File: src/sv/fcp_pkg.sv
package fcp_pkg;

   // Largest number of payload bytes that a P frame may carry.
   localparam int unsigned MAX_PAYLOAD = 64;
   localparam int unsigned LEN_W = $clog2(MAX_PAYLOAD + 1);
   localparam logic [LEN_W-1:0] LEN_LIMIT = LEN_W'(MAX_PAYLOAD);

   // Field magnitudes and the widest value a multiply-by-ten accumulate can reach.
   localparam int unsigned MAG_W = 32;
   localparam int unsigned ACC_W = MAG_W + 4;
   localparam logic [ACC_W-1:0] POS_LIMIT = ACC_W'(36'h0_7FFF_FFFF);
   localparam logic [ACC_W-1:0] NEG_LIMIT = ACC_W'(36'h0_8000_0000);

   // Byte codes of the frame syntax.
   localparam logic [7:0] CH_OPEN  = 8'h3C;  // '<'
   localparam logic [7:0] CH_CLOSE = 8'h3E;  // '>'
   localparam logic [7:0] CH_M     = 8'h4D;
   localparam logic [7:0] CH_A     = 8'h41;
   localparam logic [7:0] CH_D     = 8'h44;
   localparam logic [7:0] CH_P     = 8'h50;
   localparam logic [7:0] CH_DOT   = 8'h2E;
   localparam logic [7:0] CH_PLUS  = 8'h2B;
   localparam logic [7:0] CH_MINUS = 8'h2D;
   localparam logic [7:0] CH_SPACE = 8'h20;
   localparam logic [7:0] CH_TAB   = 8'h09;
   localparam logic [7:0] CH_CR    = 8'h0D;
   localparam logic [7:0] CH_ZERO  = 8'h30;
   localparam logic [7:0] CH_NINE  = 8'h39;

   typedef enum logic [1:0] {
      CMD_M = 2'd0,
      CMD_A = 2'd1,
      CMD_D = 2'd2,
      CMD_P = 2'd3
   } cmd_type;

   typedef enum logic [1:0] {
      PH_WAIT = 2'd0,
      PH_DATA = 2'd1,
      PH_FIN  = 2'd2
   } phase_type;

   // Status of one payload field as seen by the frame control.
   typedef struct packed {
      logic neg;
      logic dig;
      logic ovf;
   } field_stat_type;

   // One result beat.
   typedef struct packed {
      cmd_type            command_code;
      logic               frame_accepted;
      logic               send_echo;
      logic               conversion_error;
      logic signed [31:0] value_first;
      logic signed [31:0] value_second;
      logic signed [31:0] value_third;
   } rsp_type;

endpackage

File: src/sv/fcp_field.sv
module fcp_field (
   input  logic                       clock,
   input  logic                       reset,
   input  logic                       clear,
   input  logic                       char_en,
   input  logic [7:0]                 rx_byte,
   output logic [fcp_pkg::MAG_W-1:0]  magnitude,
   output fcp_pkg::field_stat_type    stat
);
   import fcp_pkg::*;

   logic [MAG_W-1:0] acc_ff, acc_in;
   logic             start_ff, start_in;
   logic             neg_ff, neg_in;
   logic             dig_ff, dig_in;
   logic             end_ff, end_in;
   logic             is_dig;
   logic             is_blank;
   logic [ACC_W-1:0] next_acc;
   logic [ACC_W-1:0] limit;
   logic             too_big;

   // Multiply by ten as two shifts and an add, then add the digit.
   assign is_dig   = (rx_byte >= CH_ZERO) && (rx_byte <= CH_NINE);
   assign is_blank = rx_byte inside {CH_SPACE, [CH_TAB:CH_CR]};
   assign next_acc = ({4'b0, acc_ff} << 3) + ({4'b0, acc_ff} << 1)
                     + ACC_W'(rx_byte - CH_ZERO);
   assign limit    = neg_ff ? NEG_LIMIT : POS_LIMIT;
   assign too_big  = next_acc > limit;

   // String-to-integer rules, one byte at a time.
   always_comb begin
      acc_in   = acc_ff;
      start_in = start_ff;
      neg_in   = neg_ff;
      dig_in   = dig_ff;
      end_in   = end_ff;
      if (clear) begin
         acc_in   = '0;
         start_in = 1'b0;
         neg_in   = 1'b0;
         dig_in   = 1'b0;
         end_in   = 1'b0;
      end else if (char_en && !end_ff) begin
         if (is_dig) begin
            start_in = 1'b1;
            dig_in   = 1'b1;
            if (!too_big) begin
               acc_in = next_acc[MAG_W-1:0];
            end
         end else if (start_ff) begin
            end_in = 1'b1;
         end else if (!is_blank) begin
            start_in = 1'b1;
            if (rx_byte == CH_MINUS) begin
               neg_in = 1'b1;
            end else if (rx_byte != CH_PLUS) begin
               end_in = 1'b1;
            end
         end
      end
   end

   always_ff @(posedge clock) begin
      if (reset) begin
         acc_ff   <= '0;
         start_ff <= 1'b0;
         neg_ff   <= 1'b0;
         dig_ff   <= 1'b0;
         end_ff   <= 1'b0;
      end else begin
         acc_ff   <= acc_in;
         start_ff <= start_in;
         neg_ff   <= neg_in;
         dig_ff   <= dig_in;
         end_ff   <= end_in;
      end
   end

   // Overflow is flagged for any digit that would land here; the caller gates it.
   assign magnitude = acc_ff;
   assign stat.neg  = neg_ff;
   assign stat.dig  = dig_ff;
   assign stat.ovf  = !end_ff && is_dig && too_big;

endmodule

File: src/sv/framed_command_parser.sv
// Channel | Direction | Ports                                         | Beat
// req     | in        | req_valid, req_stall, req_rx_byte             | one received byte
// rsp     | out       | rsp_valid, rsp_stall, rsp_command_code ...    | one frame result
//
// Each byte is handled in the cycle it is accepted; the result of the byte that closes a frame
// is registered onto rsp. The block takes one byte per cycle while req_stall is low.
// Reset is synchronous and active high; it returns the parser to waiting for '<'.
// The result side has an output register plus a skid register, so req_stall
// rises only when both hold a beat, which happens after rsp_stall is held.
module framed_command_parser (
   input  logic                 clock,
   input  logic                 reset,
   input  logic                 req_valid,
   output logic                 req_stall,
   input  logic [7:0]           req_rx_byte,
   output logic                 rsp_valid,
   input  logic                 rsp_stall,
   output logic [1:0]           rsp_command_code,
   output logic                 rsp_frame_accepted,
   output logic                 rsp_send_echo,
   output logic                 rsp_conversion_error,
   output logic signed [31:0]   rsp_value_first,
   output logic signed [31:0]   rsp_value_second,
   output logic signed [31:0]   rsp_value_third
);
   import fcp_pkg::*;

   phase_type        phase_ff, phase_in;
   cmd_type          cmd_ff, cmd_in;
   logic             pmode_ff, pmode_in;
   logic [1:0]       idx_ff, idx_in;
   logic [LEN_W-1:0] len_ff, len_in;
   logic             err_ff, err_in;

   logic             fire;
   logic             push;
   logic             pop;
   logic             field_clear;
   logic [2:0]       field_en;
   logic             any_ovf;
   logic             conv_err;
   rsp_type          res;
   logic [MAG_W-1:0] mag [3];
   field_stat_type   stat [3];
   logic [31:0]      val [3];

   rsp_type          out_ff, out_in;
   logic             out_valid_ff, out_valid_in;
   rsp_type          skid_ff, skid_in;
   logic             skid_valid_ff, skid_valid_in;

   assign fire = req_valid && !req_stall;
   assign pop  = out_valid_ff && !rsp_stall;

   // One converter per payload field.
   for (genvar g = 0; g < 3; g++) begin : g_field
      fcp_field u_field (
         .clock     (clock),
         .reset     (reset),
         .clear     (field_clear),
         .char_en   (field_en[g]),
         .rx_byte   (req_rx_byte),
         .magnitude (mag[g]),
         .stat      (stat[g])
      );
      assign val[g] = stat[g].neg ? (32'd0 - mag[g]) : mag[g];
   end

   assign any_ovf  = |{field_en[2] & stat[2].ovf, field_en[1] & stat[1].ovf,
                       field_en[0] & stat[0].ovf};
   assign conv_err = err_ff || (idx_ff != 2'd2)
                     || !stat[0].dig || !stat[1].dig || !stat[2].dig;

   // Frame control: next state and the result beat of this byte.
   always_comb begin
      phase_in    = phase_ff;
      cmd_in      = cmd_ff;
      pmode_in    = pmode_ff;
      idx_in      = idx_ff;
      len_in      = len_ff;
      err_in      = err_ff;
      field_clear = 1'b0;
      field_en    = 3'b000;
      push        = 1'b0;
      res         = '0;
      res.command_code = cmd_ff;
      if (fire) begin
         case (phase_ff)
            PH_DATA: begin
               if (pmode_ff) begin
                  if (req_rx_byte == CH_CLOSE) begin
                     push                 = 1'b1;
                     res.command_code     = CMD_P;
                     res.frame_accepted   = 1'b1;
                     res.conversion_error = conv_err;
                     if (!conv_err) begin
                        res.value_first  = val[0];
                        res.value_second = val[1];
                        res.value_third  = val[2];
                     end
                     phase_in = PH_WAIT;
                  end else if (len_ff >= LEN_LIMIT) begin
                     err_in = 1'b1;
                  end else begin
                     len_in = len_ff + 1'b1;
                     if (req_rx_byte == CH_DOT && idx_ff < 2'd2) begin
                        idx_in = idx_ff + 1'b1;
                     end else begin
                        field_en[idx_ff] = 1'b1;
                        err_in = err_ff | any_ovf;
                     end
                  end
               end else begin
                  case (req_rx_byte)
                     CH_M: begin
                        cmd_in   = CMD_M;
                        phase_in = PH_FIN;
                     end
                     CH_A: begin
                        cmd_in   = CMD_A;
                        phase_in = PH_FIN;
                     end
                     CH_D: begin
                        cmd_in   = CMD_D;
                        phase_in = PH_FIN;
                     end
                     CH_P: begin
                        cmd_in   = CMD_P;
                        pmode_in = 1'b1;
                     end
                     default: begin
                        phase_in = PH_WAIT;
                     end
                  endcase
               end
            end
            PH_FIN: begin
               push               = 1'b1;
               res.frame_accepted = (req_rx_byte == CH_CLOSE);
               res.send_echo      = (req_rx_byte == CH_CLOSE) && (cmd_ff == CMD_D);
               phase_in           = PH_WAIT;
            end
            default: begin
               field_clear = 1'b1;
               cmd_in      = CMD_M;
               pmode_in    = 1'b0;
               idx_in      = 2'd0;
               len_in      = '0;
               err_in      = 1'b0;
               phase_in    = (req_rx_byte == CH_OPEN) ? PH_DATA : PH_WAIT;
            end
         endcase
      end
   end

   always_ff @(posedge clock) begin
      if (reset) begin
         phase_ff <= PH_WAIT;
         cmd_ff   <= CMD_M;
         pmode_ff <= 1'b0;
         idx_ff   <= 2'd0;
         len_ff   <= '0;
         err_ff   <= 1'b0;
      end else begin
         phase_ff <= phase_in;
         cmd_ff   <= cmd_in;
         pmode_ff <= pmode_in;
         idx_ff   <= idx_in;
         len_ff   <= len_in;
         err_ff   <= err_in;
      end
   end

   // Output register with a skid register behind it.
   always_comb begin
      out_in        = out_ff;
      out_valid_in  = out_valid_ff;
      skid_in       = skid_ff;
      skid_valid_in = skid_valid_ff;
      if (skid_valid_ff) begin
         if (pop) begin
            out_in        = skid_ff;
            skid_valid_in = 1'b0;
         end
      end else if (push) begin
         if (!out_valid_ff || pop) begin
            out_in       = res;
            out_valid_in = 1'b1;
         end else begin
            skid_in       = res;
            skid_valid_in = 1'b1;
         end
      end else if (pop) begin
         out_valid_in = 1'b0;
      end
   end

   always_ff @(posedge clock) begin
      if (reset) begin
         out_valid_ff  <= 1'b0;
         skid_valid_ff <= 1'b0;
      end else begin
         out_valid_ff  <= out_valid_in;
         skid_valid_ff <= skid_valid_in;
      end
      out_ff  <= out_in;
      skid_ff <= skid_in;
   end

   assign req_stall            = skid_valid_ff;
   assign rsp_valid            = out_valid_ff;
   assign rsp_command_code     = out_ff.command_code;
   assign rsp_frame_accepted   = out_ff.frame_accepted;
   assign rsp_send_echo        = out_ff.send_echo;
   assign rsp_conversion_error = out_ff.conversion_error;
   assign rsp_value_first      = out_ff.value_first;
   assign rsp_value_second     = out_ff.value_second;
   assign rsp_value_third      = out_ff.value_third;

endmodule

File: config.mk
export PLATFORM = sky130hd
export DESIGN_NAME = framed_command_parser
export DESIGN_NICKNAME = d
export VERILOG_FILES = /design/src/sv/fcp_pkg.sv /design/src/sv/fcp_field.sv /design/src/sv/framed_command_parser.sv
export SDC_FILE = /design/constraint.sdc
export NUM_CORES = 1
export LEC_CHECK = 0
export BUFFER_PORTS_ARGS = -buffer_cell sky130_fd_sc_hd__buf_2
export CORE_ASPECT_RATIO = 0.7
export CORE_UTILIZATION = 50
export CTS_BUF_LIST = sky130_fd_sc_hd__clkbuf_8 sky130_fd_sc_hd__clkbuf_16
export CTS_CLUSTER_DIAMETER = 40
export DETAILED_ROUTE_END_ITERATION = 8
export PLACE_DENSITY_LB_ADDON = 0.12
export SETUP_SLACK_MARGIN = 0.2
export SYNTH_ARGS = -nofsm -noshare
export SYNTH_HDL_FRONTEND = slang
export SYNTH_SLANG_ARGS = --single-unit
File: constraint.sdc
create_clock -name clock -period 15.7 [get_ports clock]
set_input_delay 2.355 -clock clock [delete_from_list [all_inputs] [get_ports clock]]
set_output_delay 2.355 -clock clock [all_outputs]
set_load 0.05 [all_outputs]
==> results.py, run 1 <==
metrics = {
    "drt": {
        "routed_wl_mm": 70.23,
        "vias_per_cell": 6.144,
        "dr.pass1.iters": 7,
        "antenna_left": 0,
        "wl_per_cell_um": 20.95,
        "drt_iter0_drc": 1978,
        "via_count": 20600,
        "drc": 0,
    },
    "clocking": {
        "clk_path_buf_depth": 3,
        "hold_buffers": 0,
        "cts_tree": "yes",
        "htreeDepth": 2,
        "cts_buffers": 46,
        "cts_resized": 0,
        "ctsRootBufferMaster": "clkbuf_16",
        "insertion_delay_ns": 0.57,
        "path_clk_slew_ns": 0.06,
        "postCtsSetupBuffers": 0,
        "cts.sinks": 327,
    },
    "power_and_ir_drop": {
        "leakage_nw": 12.38,
        "powerDensity_nw_per_um2": 76.56,
        "vdd_drop_max_v": 0.00007434,
    },
    "critical_path": {
        "end_kind": "flip-flop",
        "worstPathMaxFanout": 54,
        "required_ns": 16.14,
        "worstPathArrival_ns": 10.61,
        "startpoint_type": "input pin",
        "crit_type": "input pin to flip-flop",
        "reg2reg_slack_ns": 8.58,
    },
    "die": {
        "start_util_pct": 50.88,
        "die_h_um": 187.1,
        "rows": 67,
        "dieArea_sq_um": 49870,
        "coreArea_sq_um": 48120,
        "ios": 115,
        "die_width_um": 266.5,
    },
    "synth": {
        "synth-edff-count": 202,
        "synth_area_leaders": "edfxtp_1 (25%), ha_1 (11%), dfxtp_1 (10%)",
        "yosysTopAreaCell": "edfxtp_1",
        "synth_warnings": 0,
        "syn_inst": 2592,
        "syn_nets": 2920,
        "synth_async_sr_flop_share_pct": 0,
        "synth_top_area_share_pct": 24.78,
        "synth_area_sq_um": 24480,
        "ys_ff_latch": 327,
        "ys_seq_area_share_pct": 35.00,
        "ys.flop_type": "edfxtp_1",
        "synth_area_per_cell_sq_um": 9.446,
        "synth_cell_types": 77,
    },
    "finish": {
        "mostFrequentLayoutCells": "a21oi_1 (244), ha_1 (223), edfxtp_1 (202), nor2_1 (190), nand2_1 (187)",
        "layout_commonest_cell": "a21oi_1",
        "nFillCells": 4295,
        "seq_area_sq_um": 8576,
        "drive_gt1_share_pct": 9.796,
        "area_growth_pct": 11.07,
        "multi_input_area_sq_um": 15100,
        "num-nets-final": 2986,
    },
    "sta": {
        "finalHoldViolations": 0,
        "final.setup.tns_ns": 0,
        "period_share_pct": 64.78,
        "post-route-min-period_ns": 10.17,
        "grt_setup_unrepaired": "false",
        "tightest_slew_ns": 1.389,
        "fin_hold_ws_ns": 0.4830,
        "max_slew_margin_pct": 7.073,
        "finalSetupViolations": 0,
        "max_clock_freq_mhz": 98.33,
        "finalClockSkew_ns": 0.01963,
        "drv_slew": 0,
    },
    "job": {
        "cap_violations": 0,
    },
    "placement": {
        "dp_hpwl_mm": 52.27,
        "place.gp.congestion": 0.9295,
        "port_buffers": 114,
    },
    "status": {
        "status": "complete, no violations",
    },
    "min_path": {
        "min_path_type": "flip-flop to flip-flop",
    },
    "global_routing": {
        "gr-total-overflow": 0,
        "grt_max_degree": 63,
        "grt_pass1_wl_mm": 110.6,
        "antenna_found_initial": 6,
        "grt_use_total_pct": 28.09,
        "grt_pass1_vias": 19210,
    },
}
==> registers in the layout, summed over array words and instances, names as in the netlist, 2 cells and up <==
register,cells
rsp_value_second,32
rsp_value_third,32
g_field.u_field.neg_ff,3
g_field.u_field.magnitude,96
rsp_value_first,32
phase_ff,2
g_field.u_field.end_ff,3
len_ff,7
skid_ff,101
idx_ff,2
rsp_command_code,2
cmd_ff,2
g_field.u_field.dig_ff,3
g_field.u_field.start_ff,3
==> cell usage after synthesis (69+ instances only) <==
cell,number
a21o_1,130
edfxtp_1,202
fa_1,93
ha_1,223
inv_1,114
nand2_1,187
nand3_1,104
dfxtp_1,125
xor2_1,95
a21oi_1,246
nor2_1,191
clkbuf_1,109
xnor2_1,69
o21ai_0,157
==> kinds of logic (layout without fill, tap and decap cells) <==
kind of cell	after synthesis	in the layout	share of synthesized area (%)
AO/OA/AOI/OAI	765	765	19.83
adder cells (fa/ha/maj)	316	316	19.00
XOR/XNOR	164	164	5.867
AND/OR/NAND/NOR	755	755	15.30
flip-flops	327	327	35.00
buffers and inverters	230	333	3.572
multiplexers	35	35	1.441
other	0	2	0
==> power by group <==
part	switching [W]	internal, W	total, W
clock network	0.000444	0.000590	0.00103
registers	0.0000000104	0.000901	0.000901
logic	0.000102	0.0000451	0.000148
==> path summary, 6_finish.rpt <==
path                                         from                   endpoint  cells after the start
setup / recovery                   req_rx_byte[4]                     err_ff                     24
hold / removal          g_field[0].u_field.dig_ff  g_field[0].u_field.dig_ff                      2
setup reg to reg  g_field[1].u_field.magnitude[1]                     err_ff                     22
hold reg to reg         g_field[0].u_field.dig_ff  g_field[0].u_field.dig_ff                      2
==> layer usage <==
metal	part of all wire, %	routed length [um]	GRT usage [%]
met2	39	27360	37.99
met5	0.048	34	0
met1	50	35040	45.05
met4	1.7	1190	5.548
met3	9.4	6607	6.082
==> layout make-up <==
class                   instances  area share, %
diodes                          2        0.01840
clock buffers                  48          4.375
clock inverters                37          1.302
inverters                     114          1.573
multi-input cells            2035          55.53
flip-flops and latches        327          31.53
well taps                     655          3.014
repair buffers                134          2.650
==> worst max-delay path, cell delays in order <==
cell      delay (ns)
buf_2           0.18
ha_1            0.35
nor2_4          0.85
buf_4           0.89
fa_1            0.56
ha_1            0.44
nand2_1         0.17
or3_1           0.41
or3_1           0.37
o22ai_1         0.42
a211o_1         0.24
a21boi_0        0.12
xnor2_1         0.26
ha_1            0.32
nand2_1         0.08
nor2_1          0.04
a211oi_1        0.26
o211ai_1        0.11
a21oi_1         0.13
nand4_1         0.18
nor4_4          0.91
buf_4           0.38
nor3_1          0.08
or3_1           0.37
==> stage by stage <==
| step | area (sq um) | cells | setup slack, ns | total power [W] | util (%) |
|---|---|---|---|---|---|
| 4_1_cts | 27190 | 3350 | 5.777 | 0.002101 | 56.51 |
| 5_1_grt | 27190 | 3352 | 5.108 | 0.002150 | 56.52 |
| 2_1_floorplan | 24480 | 2592 | 3.280 | 0.001020 | - |
| 3_3_place_gp | 25650 | 3265 | 5.426 | 0.001060 | 53.30 |
| 6_report | 27190 | 3352 | 5.530 | 0.002082 | 56.52 |
| 3_5_place_dp | 25650 | 3265 | 5.250 | 0.001063 | 53.30 |
(Power assumes the default switching activity.)
==> run 2, diff against run 1 <==
==> constraint.sdc (replaced) <==
create_clock -name clock -period 9.87 [get_ports clock]
set_input_delay 1.4805 -clock clock [delete_from_list [all_inputs] [get_ports clock]]
set_output_delay 1.4805 -clock clock [all_outputs]
set_load 0.05 [all_outputs]
==> results.py, run 2 (synthesized netlist as in run 1, its figures left out) <==
metrics = {
    "status": {
        "status": "complete, no violations",
    },
    "drt": {
        "drt_iter0_drc": 2025,
        "via_count": 20440,
        "drc": 0,
        "wl_per_cell_um": 20.61,
        "dr.pass1.iters": 8,
        "antenna_left": 0,
        "vias_per_cell": 6.104,
        "routed_wl_mm": 69.00,
    },
    "job": {
        "cap_violations": 0,
    },
    "critical_path": {
        "r2r_cells": 21,
        "end_kind": "flip-flop",
        "timing.rr.start": "g_field[0].u_field.magnitude[1]",
        "crit_chain": "buf_2, ha_1, xor2_1, fa_1, inv_1, ha_1, a21oi_1, o211ai_1, a32oi_1, o22ai_1, a211o_1, a221oi_1, xnor2_1, ha_1, a21o_1, a21o_1, a21oi_1, o211ai_1, a21oi_1, nand4_1, or4_1, nor2_2, mux2i_1",
        "cp_slowest_cell": "or4_1",
        "reg2reg_slack_ns": 3.23,
        "reg2reg_to": "g_field[0].u_field.magnitude[0]",
        "worstPathArrival_ns": 8.40,
        "required_ns": 10.34,
        "startpoint_type": "input pin",
        "crit_type": "input pin to flip-flop",
        "critPathMaxStageDelay_ns": 0.99,
        "worstPathMaxFanout": 27,
    },
    "die": {
        "start_util_pct": 50.88,
        "die_h_um": 187.1,
        "dieArea_sq_um": 49870,
        "rows": 67,
        "die_width_um": 266.5,
        "ios": 115,
        "coreArea_sq_um": 48120,
    },
    "finish": {
        "top_register": "skid_ff",
        "mostFrequentLayoutCells": "a21oi_1 (244), ha_1 (223), edfxtp_1 (202), nor2_1 (190), nand2_1 (187)",
        "area_growth_pct": 10.80,
        "drive_gt1_share_pct": 9.736,
        "layout_commonest_cell": "a21oi_1",
        "num-nets-final": 2987,
        "largest_reg_flops": 101,
    },
    "placement": {
        "place.gp.congestion": 1.003,
        "port_buffers": 114,
        "dp_hpwl_mm": 52.07,
    },
    "sta": {
        "grt_setup_unrepaired": "false",
        "final.setup.tns_ns": 0,
        "fin_hold_ws_ns": 0.4795,
        "finalHoldViolations": 0,
        "max_clock_freq_mhz": 126.2,
        "max_slew_margin_pct": 25.60,
        "tightest_slew_ns": 1.116,
        "finalClockSkew_ns": 0.01158,
        "finalSetupViolations": 0,
        "drv_slew": 0,
        "period_share_pct": 80.30,
        "post-route-min-period_ns": 7.926,
    },
    "min_path": {
        "hp-start": "g_field[1].u_field.end_ff",
        "min_path_type": "flip-flop to flip-flop",
        "hold_path_end": "g_field[1].u_field.end_ff",
        "holdPathStages": 2,
    },
    "global_routing": {
        "grt_use_total_pct": 27.67,
        "antenna_found_initial": 8,
        "gr-total-overflow": 0,
        "grt_max_degree": 94,
        "grt_pass1_vias": 19260,
        "grt_pass1_wl_mm": 109.6,
    },
    "clocking": {
        "htreeDepth": 2,
        "cts_buffers": 43,
        "cts_resized": 0,
        "ctsRootBufferMaster": "clkbuf_16",
        "clk_path_buf_depth": 3,
        "cts_tree": "yes",
        "path_clk_slew_ns": 0.06,
        "hold_buffers": 0,
        "insertion_delay_ns": 0.55,
        "cts.sinks": 327,
        "postCtsSetupBuffers": 0,
    },
    "power_and_ir_drop": {
        "powerDensity_nw_per_um2": 119.4,
        "leakage_nw": 12.33,
        "vdd_drop_max_v": 0.0001307,
    },
}
[run 2: changes by cell type in the layout (fill, tap and decap cells not counted), sizes merged]
cell      before  now
clkinv        13    8
inv          136  131
buf          134  138
bufinv         1    4
clkbuf        48   45
clkinvlp       1    3
[run 2: how the worst max path moves through the flow]
stage / start / end / slack, ns
after floorplan: req_rx_byte[6] / g_field[0].u_field.magnitude[21] / 0.20
after global placement: req_rx_byte[4] / g_field[0].u_field.magnitude[0] / 1.53
after detailed placement: req_rx_byte[4] / g_field[0].u_field.magnitude[0] / 1.42
after CTS: req_rx_byte[4] / g_field[0].u_field.magnitude[0] / 1.98
after global routing: req_rx_byte[4] / g_field[0].u_field.magnitude[0] / 1.46
final: req_rx_byte[4] / g_field[0].u_field.magnitude[0] / 1.94
[run 2: through the flow]
step	std cells	setup slack, ns	power, W	cell area, sq um	utilization [%]
after global placement	3269	1.533	0.001684	25690	53.38
final	3348	1.944	0.003238	27130	56.38
after global routing	3348	1.460	0.003344	27130	56.38
after floorplan	2592	0.2000	0.001622	24490	-
after detailed placement	3269	1.418	0.001690	25690	53.38
after CTS	3346	1.983	0.003271	27120	56.37
[run 2: power by group]
group          internal [W]  switching, W  leakage, nW
Combinational     0.0000733      0.000161         8.30
Clock              0.000934      0.000636        0.715
Sequential          0.00143  0.0000000152         3.31
Total               0.00244      0.000797         12.3
[run 2: per-layer routing]
| layer | vias up | GRT usage [%] | part of all wire (%) |
|---|---|---|---|
| li1 | 9712 | - | - |
| met1 | 9853 | 44.88 | 51 |
| met2 | 768 | 36.64 | 38 |
| met3 | 94 | 6.253 | 8.8 |
| met4 | 8 | 5.526 | 2.0 |
| met5 | - | 0 | 0.068 |
[run 2: worst max-delay path, delay by kind of cell]
family / cells / cell delay [ns]
simple gates: 3 / 1.60
xor+xnor: 2 / 0.76
buf+inv: 2 / 0.30
mux: 1 / 0.22
compound gates: 11 / 2.54
fa+ha+maj: 4 / 1.48
[run 2: area by class of cell]
cell class | count | area, sq um
clock inverters | 32 | 332.8
inverters | 114 | 427.9
flip-flops and latches | 327 | 8576
fillers | 4322 | 20990
multi-input cells | 2035 | 15100
repair buffers | 138 | 763.2
clock buffers | 45 | 1104
well taps | 655 | 819.5
diodes | 2 | 5.005
==> run 3, diff against run 2 <==
==> constraint.sdc (replaced) <==
create_clock -name clock -period 6.75 [get_ports clock]
set_input_delay 1.0125 -clock clock [delete_from_list [all_inputs] [get_ports clock]]
set_output_delay 1.0125 -clock clock [all_outputs]
set_load 0.05 [all_outputs]
==> results.py, run 3 (synthesized netlist as in run 1, its figures left out) <==
metrics = {
    "finish": {
        "largest_reg_flops": 101,
        "layoutNonFillerInstCount": 3462,
        "num-nets-final": 3091,
        "mostFrequentLayoutCells": "a21oi_1 (240), ha_1 (220), edfxtp_1 (202), nor2_1 (190), nand2_1 (185)",
        "drive_gt1_share_pct": 15.06,
        "area_growth_pct": 16.25,
        "nFillCells": 4235,
        "top_register": "skid_ff",
        "layout_commonest_cell": "a21oi_1",
    },
    "power_and_ir_drop": {
        "p_total_w": 0.004970,
        "powerDensity_nw_per_um2": 174.6,
        "leakage_nw": 12.27,
        "vdd_drop_max_v": 0.0001965,
    },
    "clocking": {
        "cts_tree": "yes",
        "cts.sinks": 327,
        "postCtsSetupBuffers": 0,
        "path_clk_slew_ns": 0.06,
        "clk_path_buf_depth": 3,
        "ctsRootBufferMaster": "clkbuf_16",
        "cts_buffers": 47,
        "insertion_delay_ns": 0.60,
        "htreeDepth": 2,
    },
    "critical_path": {
        "worstPathArrival_ns": 6.79,
        "reg2reg_to": "g_field[0].u_field.magnitude[21]",
        "cp_num_cells": 24,
        "crit_family": "compound AO/OA/AOI/OAI gates",
        "cp_num_buf_inv": 6,
        "reg2reg_slack_ns": 0.69,
        "critPathMaxStageDelay_ns": 0.58,
        "crit_chain": "buf_2, buf_4, inv_1, ha_1, inv_1, fa_1, inv_1, ha_1, nand3_1, o211ai_1, a32oi_2, o311a_1, o21bai_1, a21oi_1, xnor2_1, ha_1, and4_1, a221o_1, o21ai_0, nand4_1, or4_1, buf_12, o21ai_0, a21oi_1",
        "required_ns": 7.17,
        "timing.rr.start": "g_field[0].u_field.magnitude[2]",
        "r2r_cells": 20,
        "crit_path_start": "req_rx_byte[4]",
        "end_kind": "flip-flop",
        "worstPathMaxFanout": 27,
        "cp_slowest_cell": "or4_1",
        "endpoint": "g_field[0].u_field.magnitude[21]",
        "crit_type": "input pin to flip-flop",
        "startpoint_type": "input pin",
    },
    "min_path": {
        "min_path_type": "flip-flop to flip-flop",
        "holdPathStages": 2,
    },
    "sta": {
        "post-route-min-period_ns": 6.367,
        "final.setup.tns_ns": 0,
        "finalSetupViolations": 0,
        "max_slew_margin_pct": 22.39,
        "max_clock_freq_mhz": 157.1,
        "finalHoldViolations": 0,
        "period_share_pct": 94.33,
        "drv_slew": 0,
        "finalClockSkew_ns": 0.04203,
        "grt_setup_unrepaired": "false",
        "tightest_slew_ns": 1.164,
    },
    "die": {
        "start_util_pct": 50.88,
        "ios": 115,
        "die_width_um": 266.5,
        "coreArea_sq_um": 48120,
        "die_h_um": 187.1,
        "rows": 67,
        "dieArea_sq_um": 49870,
    },
    "global_routing": {
        "antenna_found_initial": 8,
        "gr-total-overflow": 0,
        "grt_max_degree": 94,
        "grt_use_total_pct": 28.28,
        "grt_pass1_wl_mm": 110.7,
        "grt_pass1_vias": 19880,
    },
    "drt": {
        "drc": 0,
        "via_count": 20940,
        "wl_per_cell_um": 20.62,
        "antenna_left": 0,
        "dr.pass1.iters": 5,
        "drt_iter0_drc": 1821,
        "vias_per_cell": 6.049,
        "routed_wl_mm": 71.39,
    },
    "placement": {
        "post-place-cells": 3369,
        "place.gp.congestion": 0.9673,
        "port_buffers": 114,
        "dp_hpwl_mm": 54.19,
    },
    "job": {
        "cap_violations": 0,
    },
    "status": {
        "status": "complete, no violations",
    },
}
run 3: cell count changes in the layout (fill, tap and decap cells not counted), moves of 5 or more:
cell and delta:
nand3_1 -16, buf_12 +6, inv_6 -6, o21ai_1 +30
clkbuf_16 +5, inv_8 +5, o21ai_0 -31, buf_4 +93
nand3_2 +16
run 3: power breakdown:
part / switching, W / internal [W] / leakage (nW) / total, W
sequential: 0.0000000209 / 0.00210 / 2.88 / 0.00210
combinational: 0.000252 / 0.000143 / 8.59 / 0.000395
clock: 0.00104 / 0.00143 / 0.799 / 0.00248
run 3: final cells by class:
type	instances	area [sq um]	area share (%)
clock buffer	49	1215	4.269
sequential	327	8576	30.13
timing repair buffer	238	1593	5.596
antenna	5	12.51	0.04396
tap	655	819.5	2.879
inverter	114	427.9	1.503
clock inverter	39	391.6	1.376
multi-input combinational	2035	15430	54.20
run 3: worst min-delay path by stage:
stage | from | end | slack [ns]
2_1_floorplan | g_field[2].u_field.end_ff | g_field[2].u_field.end_ff | 0.44
3_3_place_gp | g_field[1].u_field.end_ff | g_field[1].u_field.end_ff | 0.45
3_5_place_dp | g_field[2].u_field.end_ff | g_field[2].u_field.end_ff | 0.47
4_1_cts | g_field[2].u_field.end_ff | g_field[2].u_field.end_ff | 0.48
5_1_grt | phase_ff[0] | phase_ff[0] | 0.51
6_report | g_field[1].u_field.end_ff | g_field[1].u_field.end_ff | 0.48
run 3: layer usage:
layer	wire, um	track usage, %	vias up
li1	-	-	9938
met2	28600	38.84	775
met5	0	0	-
met4	1360	7.095	0
met3	6250	6.727	84
met1	35180	43.89	10140
run 3: stage by stage:
| stage | utilization [%] | area [sq um] | setup WS [ns] | hold slack (ns) |
|---|---|---|---|---|
| after floorplan | - | 24870 | -0.9062 | 0.4374 |
| after global placement | 55.55 | 26730 | -0.08859 | 0.4545 |
| after detailed placement | 55.55 | 26730 | -0.1846 | 0.4697 |
| after CTS | 58.89 | 28340 | 0.4089 | 0.4828 |
| after global routing | 59.15 | 28460 | 0.1871 | 0.5093 |
| final | 59.15 | 28460 | 0.3828 | 0.4838 |
run 3: tightest hold or removal path, cell delays in order (launching register included):
cell     delay [ns]
dfxtp_1        0.33
a31oi_1        0.04
nor2_1         0.07
run 3: repair_timing:
item / 4_1_cts / 5_1_grt
hold buffers: 0 / 0
resized for setup: 0 / 25
endpoints found under the setup margin: 0 / 67
